===== config.mk =====
export PLATFORM = sky130hd
export DESIGN_NAME = overlapping_tile_grid_generator_core
export DESIGN_NICKNAME = d
export VERILOG_FILES = /design/src/hdl/otg_pkg.sv /design/src/hdl/overlapping_tile_grid_generator_core.sv /design/src/hdl/otg_divider.sv /design/src/hdl/otg_datapath.sv /design/src/hdl/otg_controller.sv
export SDC_FILE = /design/constraint.sdc
export NUM_CORES = 2
export LEC_CHECK = 0
export ABC_CLOCK_PERIOD_IN_PS = 15500
export BUFFER_PORTS_ARGS = -buffer_cell sky130_fd_sc_hd__buf_2
export CAP_MARGIN = 20
export CORE_MARGIN = 4
export CORE_UTILIZATION = 28
export DETAILED_ROUTE_END_ITERATION = 8
export PLACE_DENSITY = 0.48
export SYNTH_ARGS = -nofsm -noshare
export SYNTH_HDL_FRONTEND = slang
export SYNTH_HIERARCHICAL = 1
export SYNTH_SLANG_ARGS = --single-unit

===== constraint.sdc =====
create_clock -name clk -period 15.5 [get_ports clk]
set_clock_uncertainty 0.15 [all_clocks]
set_input_delay 2.325 -clock clk [delete_from_list [all_inputs] [get_ports clk]]
set_output_delay 2.325 -clock clk [all_outputs]
set_load 0.1 [all_outputs]

===== src/hdl/otg_pkg.sv =====
`timescale 1ns / 1ps
// ----------------------------------------------------------------------------
// Overlapping tile grid package
// Shared widths, register indexes, controller states, command and status
// structures, and the origin clamp used by the tile grid datapath.
// ----------------------------------------------------------------------------
package otg_pkg;

	// Fixed field widths.
	localparam int DIM_W           = 14;
	localparam int RATIO_W         = 17;
	localparam int RATIO_FRAC_BITS = 16;
	localparam int CNT_W           = 16;
	localparam int IDX_W           = 6;
	localparam int LIM_W           = 7;
	localparam int MAX_TILES       = 64;

	// Derived arithmetic widths.
	localparam int NUM_W  = DIM_W + RATIO_FRAC_BITS;
	localparam int DEN_W  = DIM_W + RATIO_W;
	localparam int QSUM_W = NUM_W + 1;
	localparam int ACC_W  = IDX_W + DIM_W;
	localparam int TOT_W  = 2 * CNT_W;
	localparam int CFG_W  = RATIO_W;
	localparam int ADDR_W = 3;

	localparam logic [RATIO_W-1:0] ONE_RATIO = RATIO_W'(1 << RATIO_FRAC_BITS);
	localparam logic [CNT_W-1:0]   CNT_SAT   = {CNT_W{1'b1}};

	// Payload widths, padded to whole bytes.
	localparam int IN_DATA_W  = 32;
	localparam int OUT_DATA_W = 72;

	// Configuration register indexes.
	localparam logic [ADDR_W-1:0] CFG_TILE_WIDTH  = 3'd0;
	localparam logic [ADDR_W-1:0] CFG_TILE_HEIGHT = 3'd1;
	localparam logic [ADDR_W-1:0] CFG_RATIO_X     = 3'd2;
	localparam logic [ADDR_W-1:0] CFG_RATIO_Y     = 3'd3;
	localparam logic [ADDR_W-1:0] CFG_TILE_LIMIT  = 3'd4;

	// Configuration reset values.
	localparam logic [DIM_W-1:0]   RST_TILE_DIM   = DIM_W'(640);
	localparam logic [RATIO_W-1:0] RST_RATIO      = RATIO_W'(13107);
	localparam logic [LIM_W-1:0]   RST_TILE_LIMIT = LIM_W'(64);

	typedef enum logic [2:0] {
		ST_IDLE,
		ST_PREP,
		ST_START,
		ST_DIV,
		ST_COUNT,
		ST_TOTAL,
		ST_EMIT
	} state_t;

	// Commands from the controller to the datapath.
	typedef struct packed {
		logic capture;
		logic prep;
		logic div_start;
		logic count;
		logic init;
		logic step;
	} cmd_t;

	// Status from the datapath to the controller.
	typedef struct packed {
		logic div_done;
		logic last;
	} status_t;

	// Clamp an accumulated origin against the far edge dim - tile.
	function automatic logic [DIM_W-1:0] clamp_origin(
		input logic [ACC_W-1:0]        acc,
		input logic signed [DIM_W:0]   hi
	);
		logic [DIM_W-1:0] res;
		if (hi < 0) begin
			res = hi[DIM_W-1:0];
		end else if (acc > ACC_W'(hi[DIM_W-1:0])) begin
			res = hi[DIM_W-1:0];
		end else begin
			res = acc[DIM_W-1:0];
		end
		return res;
	endfunction

endpackage


===== src/hdl/overlapping_tile_grid_generator_core.sv =====
`timescale 1ns / 1ps
// ----------------------------------------------------------------------------
// Overlapping tile grid generator
// Turns one image size request into a column-major list of overlapping
// tile origins, using the configured tile size, overlap and tile limit.
// ----------------------------------------------------------------------------
// Usage:
// A request arrives on the s_ channel with the image width and height. The
// block answers with one m_ transaction per tile: index, clamped origin,
// tile counts per axis, and a flag in m_tuser when the list was cut at the
// tile limit. m_tlast marks the final tile of the image.
// The first tile is offered once the controller has passed its capture,
// setup, start, division, count and total states; two 30-step restoring
// dividers, one per axis, run in parallel during division. Further tiles
// follow one per cycle while m_tready is high. One request is in flight
// at a time: s_tready is high only while idle. A stalled receiver simply
// holds the current tile; nothing is dropped. Configuration is written
// through cfg_we/cfg_addr/cfg_wdata only while idle; the user must keep to
// this; the block does not enforce it. Reset restores the defaults (640 x
// 640 tiles, overlap 13107/65536, limit 64) and returns the block to idle.
// ----------------------------------------------------------------------------
module overlapping_tile_grid_generator_core (
	input  logic                               clk,
	input  logic                               arst_n,
	input  logic                               cfg_we,
	input  logic [otg_pkg::ADDR_W-1:0]         cfg_addr,
	input  logic [otg_pkg::CFG_W-1:0]          cfg_wdata,
	input  logic                               s_tvalid,
	output logic                               s_tready,
	// image_width[13:0], image_height[27:14], zero pad to 32 bits
	input  logic [otg_pkg::IN_DATA_W-1:0]      s_tdata,
	output logic                               m_tvalid,
	input  logic                               m_tready,
	// tile_index[5:0], origin_x[19:6], origin_y[33:20],
	// tiles_across[49:34], tiles_down[65:50], zero pad to 72 bits
	output logic [otg_pkg::OUT_DATA_W-1:0]     m_tdata,
	// over_limit[0]
	output logic                               m_tuser,
	output logic                               m_tlast
);
	import otg_pkg::*;

	cmd_t    cmd;
	status_t status;

	logic [IDX_W-1:0] tile_index;
	logic [DIM_W-1:0] origin_x;
	logic [DIM_W-1:0] origin_y;
	logic [CNT_W-1:0] tiles_across;
	logic [CNT_W-1:0] tiles_down;
	logic             over_limit;

	otg_controller u_ctrl (
		.clk      (clk),
		.arst_n   (arst_n),
		.s_tvalid (s_tvalid),
		.s_tready (s_tready),
		.m_tvalid (m_tvalid),
		.m_tready (m_tready),
		.status   (status),
		.cmd      (cmd)
	);

	otg_datapath u_dp (
		.clk          (clk),
		.arst_n       (arst_n),
		.cfg_we       (cfg_we),
		.cfg_addr     (cfg_addr),
		.cfg_wdata    (cfg_wdata),
		.image_width  (s_tdata[DIM_W-1:0]),
		.image_height (s_tdata[2*DIM_W-1:DIM_W]),
		.cmd          (cmd),
		.status       (status),
		.tile_index   (tile_index),
		.origin_x     (origin_x),
		.origin_y     (origin_y),
		.tiles_across (tiles_across),
		.tiles_down   (tiles_down),
		.over_limit   (over_limit)
	);

	// Pack the tile descriptor.
	assign m_tdata = {6'b0, tiles_down, tiles_across, origin_y, origin_x, tile_index};
	assign m_tuser = over_limit;
	assign m_tlast = status.last;

	// The block never offers a tile while it can take a request.
	a_no_overlap: assert property (@(posedge clk) disable iff (!arst_n)
		!(s_tready && m_tvalid))
		else $error("request and tile offered at once");

	// Tiles of one image are offered back to back.
	a_tiles_contiguous: assert property (@(posedge clk) disable iff (!arst_n)
		(m_tvalid && m_tready && !m_tlast) |=> m_tvalid)
		else $error("gap between tiles of one image");

	// Tile indexes count up by one.
	a_index_step: assert property (@(posedge clk) disable iff (!arst_n)
		(m_tvalid && m_tready && !m_tlast) |=>
		(m_tdata[IDX_W-1:0] == IDX_W'($past(m_tdata[IDX_W-1:0]) + 1'b1)))
		else $error("tile index did not advance by one");

	// After the final tile the block is ready for the next request.
	a_idle_after_last: assert property (@(posedge clk) disable iff (!arst_n)
		(m_tvalid && m_tready && m_tlast) |=> s_tready)
		else $error("not idle after final tile");

	// A new request is never answered in the following cycle.
	a_no_early_tile: assert property (@(posedge clk) disable iff (!arst_n)
		(s_tvalid && s_tready) |=> !m_tvalid)
		else $error("tile offered too early");

endmodule


===== src/hdl/otg_divider.sv =====
`timescale 1ns / 1ps
// ----------------------------------------------------------------------------
// Iterative unsigned divider
// Restoring division, one quotient bit per cycle.
// Gives the quotient and a flag telling whether the remainder is nonzero.
// ----------------------------------------------------------------------------
module otg_divider (
	input  logic                       clk,
	input  logic                       arst_n,
	input  logic                       start,
	input  logic [otg_pkg::NUM_W-1:0]  num,
	input  logic [otg_pkg::DEN_W-1:0]  den,
	output logic [otg_pkg::NUM_W-1:0]  quotient,
	output logic                       rem_nz,
	output logic                       done
);
	import otg_pkg::*;

	localparam int CNT_BITS = $clog2(NUM_W + 1);

	logic [DEN_W-1:0]    rem_q;
	logic [NUM_W-1:0]    quo_q;
	logic [CNT_BITS-1:0] cnt_q;
	logic                busy_q;
	logic                done_q;

	logic [DEN_W:0]      shifted;
	logic                fits;

	// Trial subtraction of the divisor from the shifted partial remainder.
	always_comb begin
		shifted = {rem_q, quo_q[NUM_W-1]};
		fits    = shifted >= {1'b0, den};
	end

	// Control: step counter, busy and done flags.
	always_ff @(posedge clk or negedge arst_n) begin
		if (!arst_n) begin
			cnt_q  <= '0;
			busy_q <= 1'b0;
			done_q <= 1'b0;
		end else if (start) begin
			cnt_q  <= CNT_BITS'(NUM_W);
			busy_q <= 1'b1;
			done_q <= 1'b0;
		end else if (busy_q) begin
			cnt_q <= cnt_q - 1'b1;
			if (cnt_q == CNT_BITS'(1)) begin
				busy_q <= 1'b0;
				done_q <= 1'b1;
			end
		end
	end

	// Datapath: partial remainder and quotient shift register.
	always_ff @(posedge clk) begin
		if (start) begin
			rem_q <= '0;
			quo_q <= num;
		end else if (busy_q) begin
			if (fits) begin
				rem_q <= DEN_W'(shifted - {1'b0, den});
			end else begin
				rem_q <= shifted[DEN_W-1:0];
			end
			quo_q <= {quo_q[NUM_W-2:0], fits};
		end
	end

	assign quotient = quo_q;
	assign rem_nz   = |rem_q;
	assign done     = done_q;

endmodule


===== src/hdl/otg_datapath.sv =====
`timescale 1ns / 1ps
// ----------------------------------------------------------------------------
// Tile grid datapath
// Holds the configuration registers, computes per-axis tile counts and
// strides, and walks the tile grid in column-major order under controller
// command, producing one tile descriptor per step.
// ----------------------------------------------------------------------------
module otg_datapath (
	input  logic                             clk,
	input  logic                             arst_n,
	input  logic                             cfg_we,
	input  logic [otg_pkg::ADDR_W-1:0]       cfg_addr,
	input  logic [otg_pkg::CFG_W-1:0]        cfg_wdata,
	input  logic [otg_pkg::DIM_W-1:0]        image_width,
	input  logic [otg_pkg::DIM_W-1:0]        image_height,
	input  otg_pkg::cmd_t                    cmd,
	output otg_pkg::status_t                 status,
	output logic [otg_pkg::IDX_W-1:0]        tile_index,
	output logic [otg_pkg::DIM_W-1:0]        origin_x,
	output logic [otg_pkg::DIM_W-1:0]        origin_y,
	output logic [otg_pkg::CNT_W-1:0]        tiles_across,
	output logic [otg_pkg::CNT_W-1:0]        tiles_down,
	output logic                             over_limit
);
	import otg_pkg::*;

	// Configuration registers.
	logic [DIM_W-1:0]   tile_w_q;
	logic [DIM_W-1:0]   tile_h_q;
	logic [RATIO_W-1:0] ratio_x_q;
	logic [RATIO_W-1:0] ratio_y_q;
	logic [LIM_W-1:0]   limit_q;

	// Per-image registers.
	logic [DIM_W-1:0]        img_w_q;
	logic [DIM_W-1:0]        img_h_q;
	logic                    one_x_q;
	logic                    one_y_q;
	logic [NUM_W-1:0]        num_x_q;
	logic [NUM_W-1:0]        num_y_q;
	logic [DEN_W-1:0]        den_x_q;
	logic [DEN_W-1:0]        den_y_q;
	logic [DEN_W-1:0]        ovp_x_q;
	logic [DEN_W-1:0]        ovp_y_q;
	logic signed [DIM_W:0]   hi_x_q;
	logic signed [DIM_W:0]   hi_y_q;
	logic [CNT_W-1:0]        ca_q;
	logic [CNT_W-1:0]        cd_q;
	logic [DIM_W-1:0]        stride_x_q;
	logic [DIM_W-1:0]        stride_y_q;
	logic [LIM_W-1:0]        emit_q;
	logic                    over_q;

	// Grid walk registers.
	logic [IDX_W-1:0] k_q;
	logic [IDX_W-1:0] row_q;
	logic [ACC_W-1:0] acc_x_q;
	logic [ACC_W-1:0] acc_y_q;
	logic [DIM_W-1:0] org_x_q;
	logic [DIM_W-1:0] org_y_q;

	// Divider connections.
	logic [NUM_W-1:0] quo_x, quo_y;
	logic             rnz_x, rnz_y;
	logic             done_x, done_y;

	// Combinational helpers.
	logic                one_x, one_y;
	logic [RATIO_W-1:0]  inv_x, inv_y;
	logic [QSUM_W-1:0]   qsum_x, qsum_y;
	logic [CNT_W-1:0]    cnt_x, cnt_y;
	logic [DIM_W:0]      ov_x, ov_y;
	logic [DIM_W-1:0]    str_x, str_y;
	logic [TOT_W-1:0]    total;
	logic [LIM_W-1:0]    lim;
	logic                over;
	logic                last;
	logic                wrap;
	logic [ACC_W-1:0]    nxt_acc_x, nxt_acc_y;

	// Configuration writes.
	always_ff @(posedge clk or negedge arst_n) begin
		if (!arst_n) begin
			tile_w_q  <= RST_TILE_DIM;
			tile_h_q  <= RST_TILE_DIM;
			ratio_x_q <= RST_RATIO;
			ratio_y_q <= RST_RATIO;
			limit_q   <= RST_TILE_LIMIT;
		end else if (cfg_we) begin
			case (cfg_addr)
				CFG_TILE_WIDTH:  tile_w_q  <= cfg_wdata[DIM_W-1:0];
				CFG_TILE_HEIGHT: tile_h_q  <= cfg_wdata[DIM_W-1:0];
				CFG_RATIO_X:     ratio_x_q <= cfg_wdata[RATIO_W-1:0];
				CFG_RATIO_Y:     ratio_y_q <= cfg_wdata[RATIO_W-1:0];
				CFG_TILE_LIMIT:  limit_q   <= cfg_wdata[LIM_W-1:0];
				default: ;
			endcase
		end
	end

	// Setup terms: degenerate axis flags and the step denominators.
	always_comb begin
		one_x = (ratio_x_q >= ONE_RATIO) || (tile_w_q == '0) || (img_w_q <= tile_w_q);
		one_y = (ratio_y_q >= ONE_RATIO) || (tile_h_q == '0) || (img_h_q <= tile_h_q);
		inv_x = ONE_RATIO - ratio_x_q;
		inv_y = ONE_RATIO - ratio_y_q;
	end

	// Count and stride per axis from the divider results.
	always_comb begin
		qsum_x = {1'b0, quo_x} + QSUM_W'(rnz_x) + QSUM_W'(1);
		qsum_y = {1'b0, quo_y} + QSUM_W'(rnz_y) + QSUM_W'(1);
		if (one_x_q) begin
			cnt_x = CNT_W'(1);
		end else if (qsum_x > QSUM_W'(CNT_SAT)) begin
			cnt_x = CNT_SAT;
		end else begin
			cnt_x = qsum_x[CNT_W-1:0];
		end
		if (one_y_q) begin
			cnt_y = CNT_W'(1);
		end else if (qsum_y > QSUM_W'(CNT_SAT)) begin
			cnt_y = CNT_SAT;
		end else begin
			cnt_y = qsum_y[CNT_W-1:0];
		end
		ov_x  = ovp_x_q[RATIO_FRAC_BITS +: DIM_W+1];
		ov_y  = ovp_y_q[RATIO_FRAC_BITS +: DIM_W+1];
		str_x = (ov_x >= {1'b0, tile_w_q}) ? '0 : DIM_W'(tile_w_q - ov_x[DIM_W-1:0]);
		str_y = (ov_y >= {1'b0, tile_h_q}) ? '0 : DIM_W'(tile_h_q - ov_y[DIM_W-1:0]);
	end

	// Tile total against the limit.
	always_comb begin
		total = ca_q * cd_q;
		if (limit_q == '0) begin
			lim = LIM_W'(1);
		end else if (limit_q > LIM_W'(MAX_TILES)) begin
			lim = LIM_W'(MAX_TILES);
		end else begin
			lim = limit_q;
		end
		over = total > TOT_W'(lim);
	end

	// Next grid position.
	always_comb begin
		last = (LIM_W'(k_q) + LIM_W'(1)) == emit_q;
		wrap = (CNT_W'(row_q) + CNT_W'(1)) >= cd_q;
		if (wrap) begin
			nxt_acc_x = acc_x_q + ACC_W'(stride_x_q);
			nxt_acc_y = '0;
		end else begin
			nxt_acc_x = acc_x_q;
			nxt_acc_y = acc_y_q + ACC_W'(stride_y_q);
		end
	end

	// Per-image computation sequence.
	always_ff @(posedge clk) begin
		if (cmd.capture) begin
			img_w_q <= image_width;
			img_h_q <= image_height;
		end
		if (cmd.prep) begin
			one_x_q <= one_x;
			one_y_q <= one_y;
			num_x_q <= one_x ? '0 : NUM_W'(img_w_q - tile_w_q) << RATIO_FRAC_BITS;
			num_y_q <= one_y ? '0 : NUM_W'(img_h_q - tile_h_q) << RATIO_FRAC_BITS;
			den_x_q <= {{RATIO_W{1'b0}}, tile_w_q} * {{DIM_W{1'b0}}, inv_x};
			den_y_q <= {{RATIO_W{1'b0}}, tile_h_q} * {{DIM_W{1'b0}}, inv_y};
			ovp_x_q <= {{RATIO_W{1'b0}}, tile_w_q} * {{DIM_W{1'b0}}, ratio_x_q};
			ovp_y_q <= {{RATIO_W{1'b0}}, tile_h_q} * {{DIM_W{1'b0}}, ratio_y_q};
			hi_x_q  <= $signed({1'b0, img_w_q}) - $signed({1'b0, tile_w_q});
			hi_y_q  <= $signed({1'b0, img_h_q}) - $signed({1'b0, tile_h_q});
		end
		if (cmd.count) begin
			ca_q       <= cnt_x;
			cd_q       <= cnt_y;
			stride_x_q <= str_x;
			stride_y_q <= str_y;
		end
		if (cmd.init) begin
			over_q  <= over;
			emit_q  <= over ? lim : total[LIM_W-1:0];
			k_q     <= '0;
			row_q   <= '0;
			acc_x_q <= '0;
			acc_y_q <= '0;
			org_x_q <= clamp_origin('0, hi_x_q);
			org_y_q <= clamp_origin('0, hi_y_q);
		end else if (cmd.step) begin
			k_q     <= k_q + 1'b1;
			row_q   <= wrap ? '0 : row_q + 1'b1;
			acc_x_q <= nxt_acc_x;
			acc_y_q <= nxt_acc_y;
			org_x_q <= clamp_origin(nxt_acc_x, hi_x_q);
			org_y_q <= clamp_origin(nxt_acc_y, hi_y_q);
		end
	end

	// Two dividers run side by side, one per axis.
	otg_divider u_div_x (
		.clk      (clk),
		.arst_n   (arst_n),
		.start    (cmd.div_start),
		.num      (num_x_q),
		.den      (den_x_q),
		.quotient (quo_x),
		.rem_nz   (rnz_x),
		.done     (done_x)
	);

	otg_divider u_div_y (
		.clk      (clk),
		.arst_n   (arst_n),
		.start    (cmd.div_start),
		.num      (num_y_q),
		.den      (den_y_q),
		.quotient (quo_y),
		.rem_nz   (rnz_y),
		.done     (done_y)
	);

	assign status.div_done = done_x & done_y;
	assign status.last     = last;

	assign tile_index   = k_q;
	assign origin_x     = org_x_q;
	assign origin_y     = org_y_q;
	assign tiles_across = ca_q;
	assign tiles_down   = cd_q;
	assign over_limit   = over_q;

endmodule


===== src/hdl/otg_controller.sv =====
`timescale 1ns / 1ps
// ----------------------------------------------------------------------------
// Tile grid controller
// Sequences one image request: capture, setup products, division, count
// and stride, total against the limit, then tile emission.
// ----------------------------------------------------------------------------
module otg_controller (
	input  logic              clk,
	input  logic              arst_n,
	input  logic              s_tvalid,
	output logic              s_tready,
	output logic              m_tvalid,
	input  logic              m_tready,
	input  otg_pkg::status_t  status,
	output otg_pkg::cmd_t     cmd
);
	import otg_pkg::*;

	state_t state_q;
	state_t state_d;

	// State register.
	always_ff @(posedge clk or negedge arst_n) begin
		if (!arst_n) begin
			state_q <= ST_IDLE;
		end else begin
			state_q <= state_d;
		end
	end

	// Next state and commands.
	always_comb begin
		state_d  = state_q;
		cmd      = '0;
		s_tready = 1'b0;
		m_tvalid = 1'b0;
		case (state_q)
			ST_IDLE: begin
				s_tready = 1'b1;
				if (s_tvalid) begin
					cmd.capture = 1'b1;
					state_d     = ST_PREP;
				end
			end
			ST_PREP: begin
				cmd.prep = 1'b1;
				state_d  = ST_START;
			end
			ST_START: begin
				cmd.div_start = 1'b1;
				state_d       = ST_DIV;
			end
			ST_DIV: begin
				if (status.div_done) begin
					state_d = ST_COUNT;
				end
			end
			ST_COUNT: begin
				cmd.count = 1'b1;
				state_d   = ST_TOTAL;
			end
			ST_TOTAL: begin
				cmd.init = 1'b1;
				state_d  = ST_EMIT;
			end
			ST_EMIT: begin
				m_tvalid = 1'b1;
				if (m_tready) begin
					if (status.last) begin
						state_d = ST_IDLE;
					end else begin
						cmd.step = 1'b1;
					end
				end
			end
			default: begin
				state_d = ST_IDLE;
			end
		endcase
	end

endmodule


**Yosys cells after proc, flatten, opt, wreduce, memory -nomap -nowiden**

Cells that the tools add are included.

- Register bits: 600
- Input port bits: 57
- Word-level logic and storage cells: 188

- $add $sub $neg: 22
- Multiply operators: 5
- Magnitude comparators: 17
- Equal/unequal tests: 17
- Mux-type cells: 56
- Bitwise logic cells: 1
- Reductions and logical operators: 26

Operators by type and width:

| operator | count |
|---|---|
| $mux 14 | 10 |
| $mul 14x17->31 | 4 |
| $mux 30 | 4 |
| $ge 32x31->1 | 2 |
| $add 30x1->31 | 2 |
| $add 31x1->31 const B | 2 |
| $gt 31x16->1 const B | 2 |
| $mux 31 | 2 |
| $reduce_or 31->1 | 2 |
| $sub 31x31->31 | 2 |
| $sub 14x14->14 | 4 |
| $add 20x14->20 | 2 |
| $gt 20x14->1 | 2 |
| $mux 20 | 2 |
| $ge 17x17->1 const B | 2 |
| $sub 17x17->17 const A | 2 |
| $gt 32x7->1 | 1 |
| $mul 16x16->32 | 1 |
| $mux 16 | 2 |
| $ge 15x14->1 | 2 |
| $lt 15x1->1 const B | 2 |
| $sub 14x14->15 | 2 |
| $le 14x14->1 | 2 |
| $logic_not 14->1 | 2 |
| 25 further kinds | 84 |

**Depth between registers and ports, before layout**

- Depth in word-level cells: 8
- Mapped depth: 32
- Depth with buffers taken out: 29

**Modules after synthesis**

Netlist, hierarchy kept.

Modules (own cells, without submodules):

| module | times used | cells an instance | area an instance (sq um) | sequential area each (sq um) |
|---|---|---|---|---|
| otg_datapath | 1 | 6500 | 60070.1 | 11081.9 |
| otg_divider | 2 | 542 | 4974.8 | 1696.6 |
| otg_controller | 1 | 26 | 245.2 | 75.1 |
| overlapping_tile_grid_generator_core | 1 | 7 | 48.8 | 0.0 |

**Worst setup path before layout**

OpenSTA, ideal clock, no wires.

- Kind: reg-to-reg
- Start: register u_ctrl.state_q[2]
- End: register u_dp.den_x_q[0] (enable)
- Arrival time: 11.518 ns
- Required time: 14.471 ns
- Path slack: 2.953 ns
- Stages on the path, launching flop included: 3
- Clock period less this slack: 12.547 ns
- Cells stage by stage: dfrtp_1 > buf_2 > nor3b_1

RTL lines:

| what | line | RTL |
|---|---|---|
| start: declaration | otg_controller.sv:19 | `state_t state_q;` |
| start signal: assignment | otg_controller.sv:27 | `state_q <= state_d;` |
| end signal: assignment | otg_datapath.sv:170 | `den_x_q <= {{RATIO_W{1'b0}}, tile_w_q} * {{DIM_W{1'b0}}, inv_x};` |
| end: declaration | otg_datapath.sv:41 | `logic [DEN_W-1:0] den_x_q;` |

**Worst setup path after layout**

- Start: register u_dp.ratio_y_q[1]
- End: register u_dp.den_y_q[30], data pin

- Cells in the longest elaborated chain, start to end: 2

RTL lines:

| what | line | RTL |
|---|---|---|
| start: declaration | otg_datapath.sv:31 | `logic [RATIO_W-1:0] ratio_y_q;` |
| start signal: assignment | otg_datapath.sv:94 | `CFG_RATIO_Y: ratio_y_q <= cfg_wdata[RATIO_W-1:0];` |
| $sub 17x17->17 | otg_datapath.sv:106 | `inv_y = ONE_RATIO - ratio_y_q;` |
| $mul 14x17->31 | otg_datapath.sv:171 | `den_y_q <= {{RATIO_W{1'b0}}, tile_h_q} * {{DIM_W{1'b0}}, inv_y};` |
| end signal: assignment | otg_datapath.sv:171 |  |
| end: declaration | otg_datapath.sv:42 | `logic [DEN_W-1:0] den_y_q;` |

Every way passes these cells.
A chain may end at the register's enable or synchronous reset.

==> reports/summary.txt <==
Clk pin slew, worst setup/hold paths -> 60 ps
Drc violations -> 0
Fin crit share -> 58.4%
Worst EP required -> 15760 ps
Total Nets Final -> 9261
Ys async rst share -> 16.0%
Die width -> 509 µm
DR iter-0 viols -> 2821
Aggregate global routing overflow -> 0
Fill cells -> 26018
Crit path capture -> u_dp/den_y_q[30]
WL/cell -> 18.3 µm
Vias in the first global route -> 54410
Critical path class -> flop to flop
Yosys reg bits -> 536
R2R depth -> 25
GRT Util Overall -> 15.6%
Crit. End Element -> flop
Mapped Cells -> 7617
DRT antenna net count -> 0
CTS tree -> done
Origin of the critical flop-to-flop path -> u_dp/ratio_y_q[1]
Most area-consuming cells after synthesis -> fa_1, edfxtp_1, ha_1
RSZ-0062 raised after global routing -> false
WP data arrival -> 9320 ps
Detailed Route WL -> 201 mm
EDFF count, synth -> 336
Crit path time final -> 9060 ps
Clk Latency, worst-skew pair -> 690 ps
Area of the mapped netlist -> 0.0703 mm²
Hold_buf cts -> 0
I/O Pins -> 133
Num CTS Buffers -> 67
Post-CTS setup buffer count -> 0
# clock sinks -> 536
Synth cell count leaders -> inv_1, nand2_1, fa_1
Setup violators final -> 0
Sequential share of the synthesized area -> 20.7%
Worst slew pin tran -> 1110 ps
Initial antenna violation count -> 24
Primary FF master, synth -> edfxtp_1
Starting Density -> 28.2%
Max Clock Freq -> 110 MHz
Most common cell in the netlist -> inv_1
Outcome -> completed
Critical path origin -> u_dp/ratio_y_q[1]
Die height -> 509 µm
Synth Area per Inst -> 9.23 µm²
Pin count of the biggest net entering global routing -> 153
R2r setup slk -> 6440 ps
Synth area leader -> fa_1
Vias -> 52571
Vias per inst -> 4.79
Area Growth Syn to Fin -> 9.58%
Die area -> 0.259 mm²
HPWL Detailed -> 154 mm
HP Class -> flop to flop
Crit start category -> flop
Port Buf Inserts -> 122
Row count -> 183
Crit Reg-Reg Endpoint -> u_dp/den_y_q[30]
Layout cell share with drive strength beyond 1 -> 7.26%
Clock root buffer -> clkbuf_16
Post-CTS sizing -> 0
DRT Pass-1 Iters -> 5
Relative slew slack -> 26.2%
Placer congestion estimate -> 0.857
Final Max Tran Viols -> 0
H-tree depth -> 3
Clock buffer depth -> 3
CORE AREA -> 0.249 mm²
Max Cap Viol -> 0
Post-route setup TNS -> 0 ps
Yosys warns -> 6
First-pass GRT wire length -> 319 mm
Max Fanout on Critical Path -> 14
Synth cell types -> 113
Top-area cell type share of the netlist area -> 25.9%
Final Hold Viols -> 0
[per-stage QoR]
step / area (µm²) / worst slack [ps] / std cells / utilization [%] / hold WS, ps
after floorplan: 70400 / 2950 / 7653 / - / 304
after global placement: 74600 / 6600 / 10847 / 29.9 / 317
after detailed placement: 74600 / 6530 / 10849 / 29.9 / 320
after CTS: 77000 / 6500 / 10973 / 30.9 / 330
after global routing: 77000 / 5800 / 10975 / 30.9 / 366
final: 77100 / 6440 / 10982 / 30.9 / 327
[cells in the final DEF (no fill, tap or decap), types with 121 or more instances in the layout]
cell and count:
inv_1 1198, nand2_1 1027, fa_1 908, ha_1 708
and2_1 467, nor2_1 391, edfxtp_1 336, a21oi_1 282
o21ai_0 185, xnor2_1 154, buf_2 121, nand3_1 121
[logic make-up (layout without fill, tap and decap cells)]
family,Yosys count,count (layout),synth area share (%)
DFF,536,536,20.7
xor gates and xnor gates,272,272,3.39
buffers and inverters,1552,1542,8.51
and+or+nand+nor,2507,2507,17.3
other,2,47,0.0107
muxes,170,170,2.60
adders and majority gates,1616,1616,38.5
AOI/OAI and AO/OA,962,962,9.07
[per-layer routing]
layer | vias up | wire length (µm) | GRT usage (%)
li1 | 24616 | - | -
met1 | 26675 | 93100 | 21.5
met2 | 1049 | 94900 | 26.0
met3 | 225 | 8330 | 1.56
met4 | 6 | 5060 | 4.23
met5 | - | 41 | 0
[area by class of cell]
class / instances / area [µm²] / share of cell area (%)
timing repair buffer: 218 / 1370 / 1.78
tap: 3330 / 4170 / 5.41
antenna: 9 / 22.5 / 0.0292
inverter: 1200 / 4500 / 5.85
sequential: 536 / 14600 / 18.9
clock inverter: 35 / 470 / 0.611
multi-input combinational: 5565 / 50000 / 64.9
clock buffer: 89 / 1930 / 2.51
[registers in the layout, indices dropped and copies added (netlist names), 16 cells and up]
signal and flops:
u_dp/acc_x_q 20, u_dp/den_y_q 31, u_dp/ratio_y_q 17, u_dp/u_div_x/rem_q 31, u_dp/tiles_down 16, u_dp/tiles_across 16
u_dp/u_div_y/quotient 30, u_dp/den_x_q 31, u_dp/ratio_x_q 17, u_dp/u_div_y/rem_q 31, u_dp/u_div_x/quotient 30, u_dp/acc_y_q 20
[critical path, stage by stage (launching register included)]
cell,delay [ps]
dfstp_2,810
clkinv_1,430
ha_1,400
nand3b_1,210
nor3_1,100
xnor2_2,770
nand2_1,170
fa_1,550
inv_1,50
fa_1,460
fa_1,510
inv_1,50
fa_1,520
inv_1,50
fa_1,500
fa_1,410
ha_1,370
a21oi_1,160
o21ai_0,170
or3b_2,520
o211ai_1,260
nand4_1,190
a311oi_1,490
o21ai_0,150
a21oi_1,200
xnor2_1,110
[worst min path at each step]
stage / startpoint / depth (start not counted) / slack, ps / endpoint
2_1_floorplan: u_dp/acc_y_q[0] / 2 / 300 / u_dp/acc_y_q[0]
3_3_place_gp: u_dp/acc_y_q[0] / 2 / 320 / u_dp/acc_y_q[0]
3_5_place_dp: u_dp/acc_y_q[0] / 2 / 320 / u_dp/acc_y_q[0]
4_1_cts: u_dp/acc_y_q[0] / 2 / 330 / u_dp/acc_y_q[0]
5_1_grt: u_dp/row_q[5] / 2 / 370 / u_dp/row_q[5]
6_report: u_dp/acc_y_q[0] / 2 / 330 / u_dp/acc_y_q[0]
Power is not shown: default switching activity piles up to over one toggle a cycle in this logic, so the estimate is an artifact.
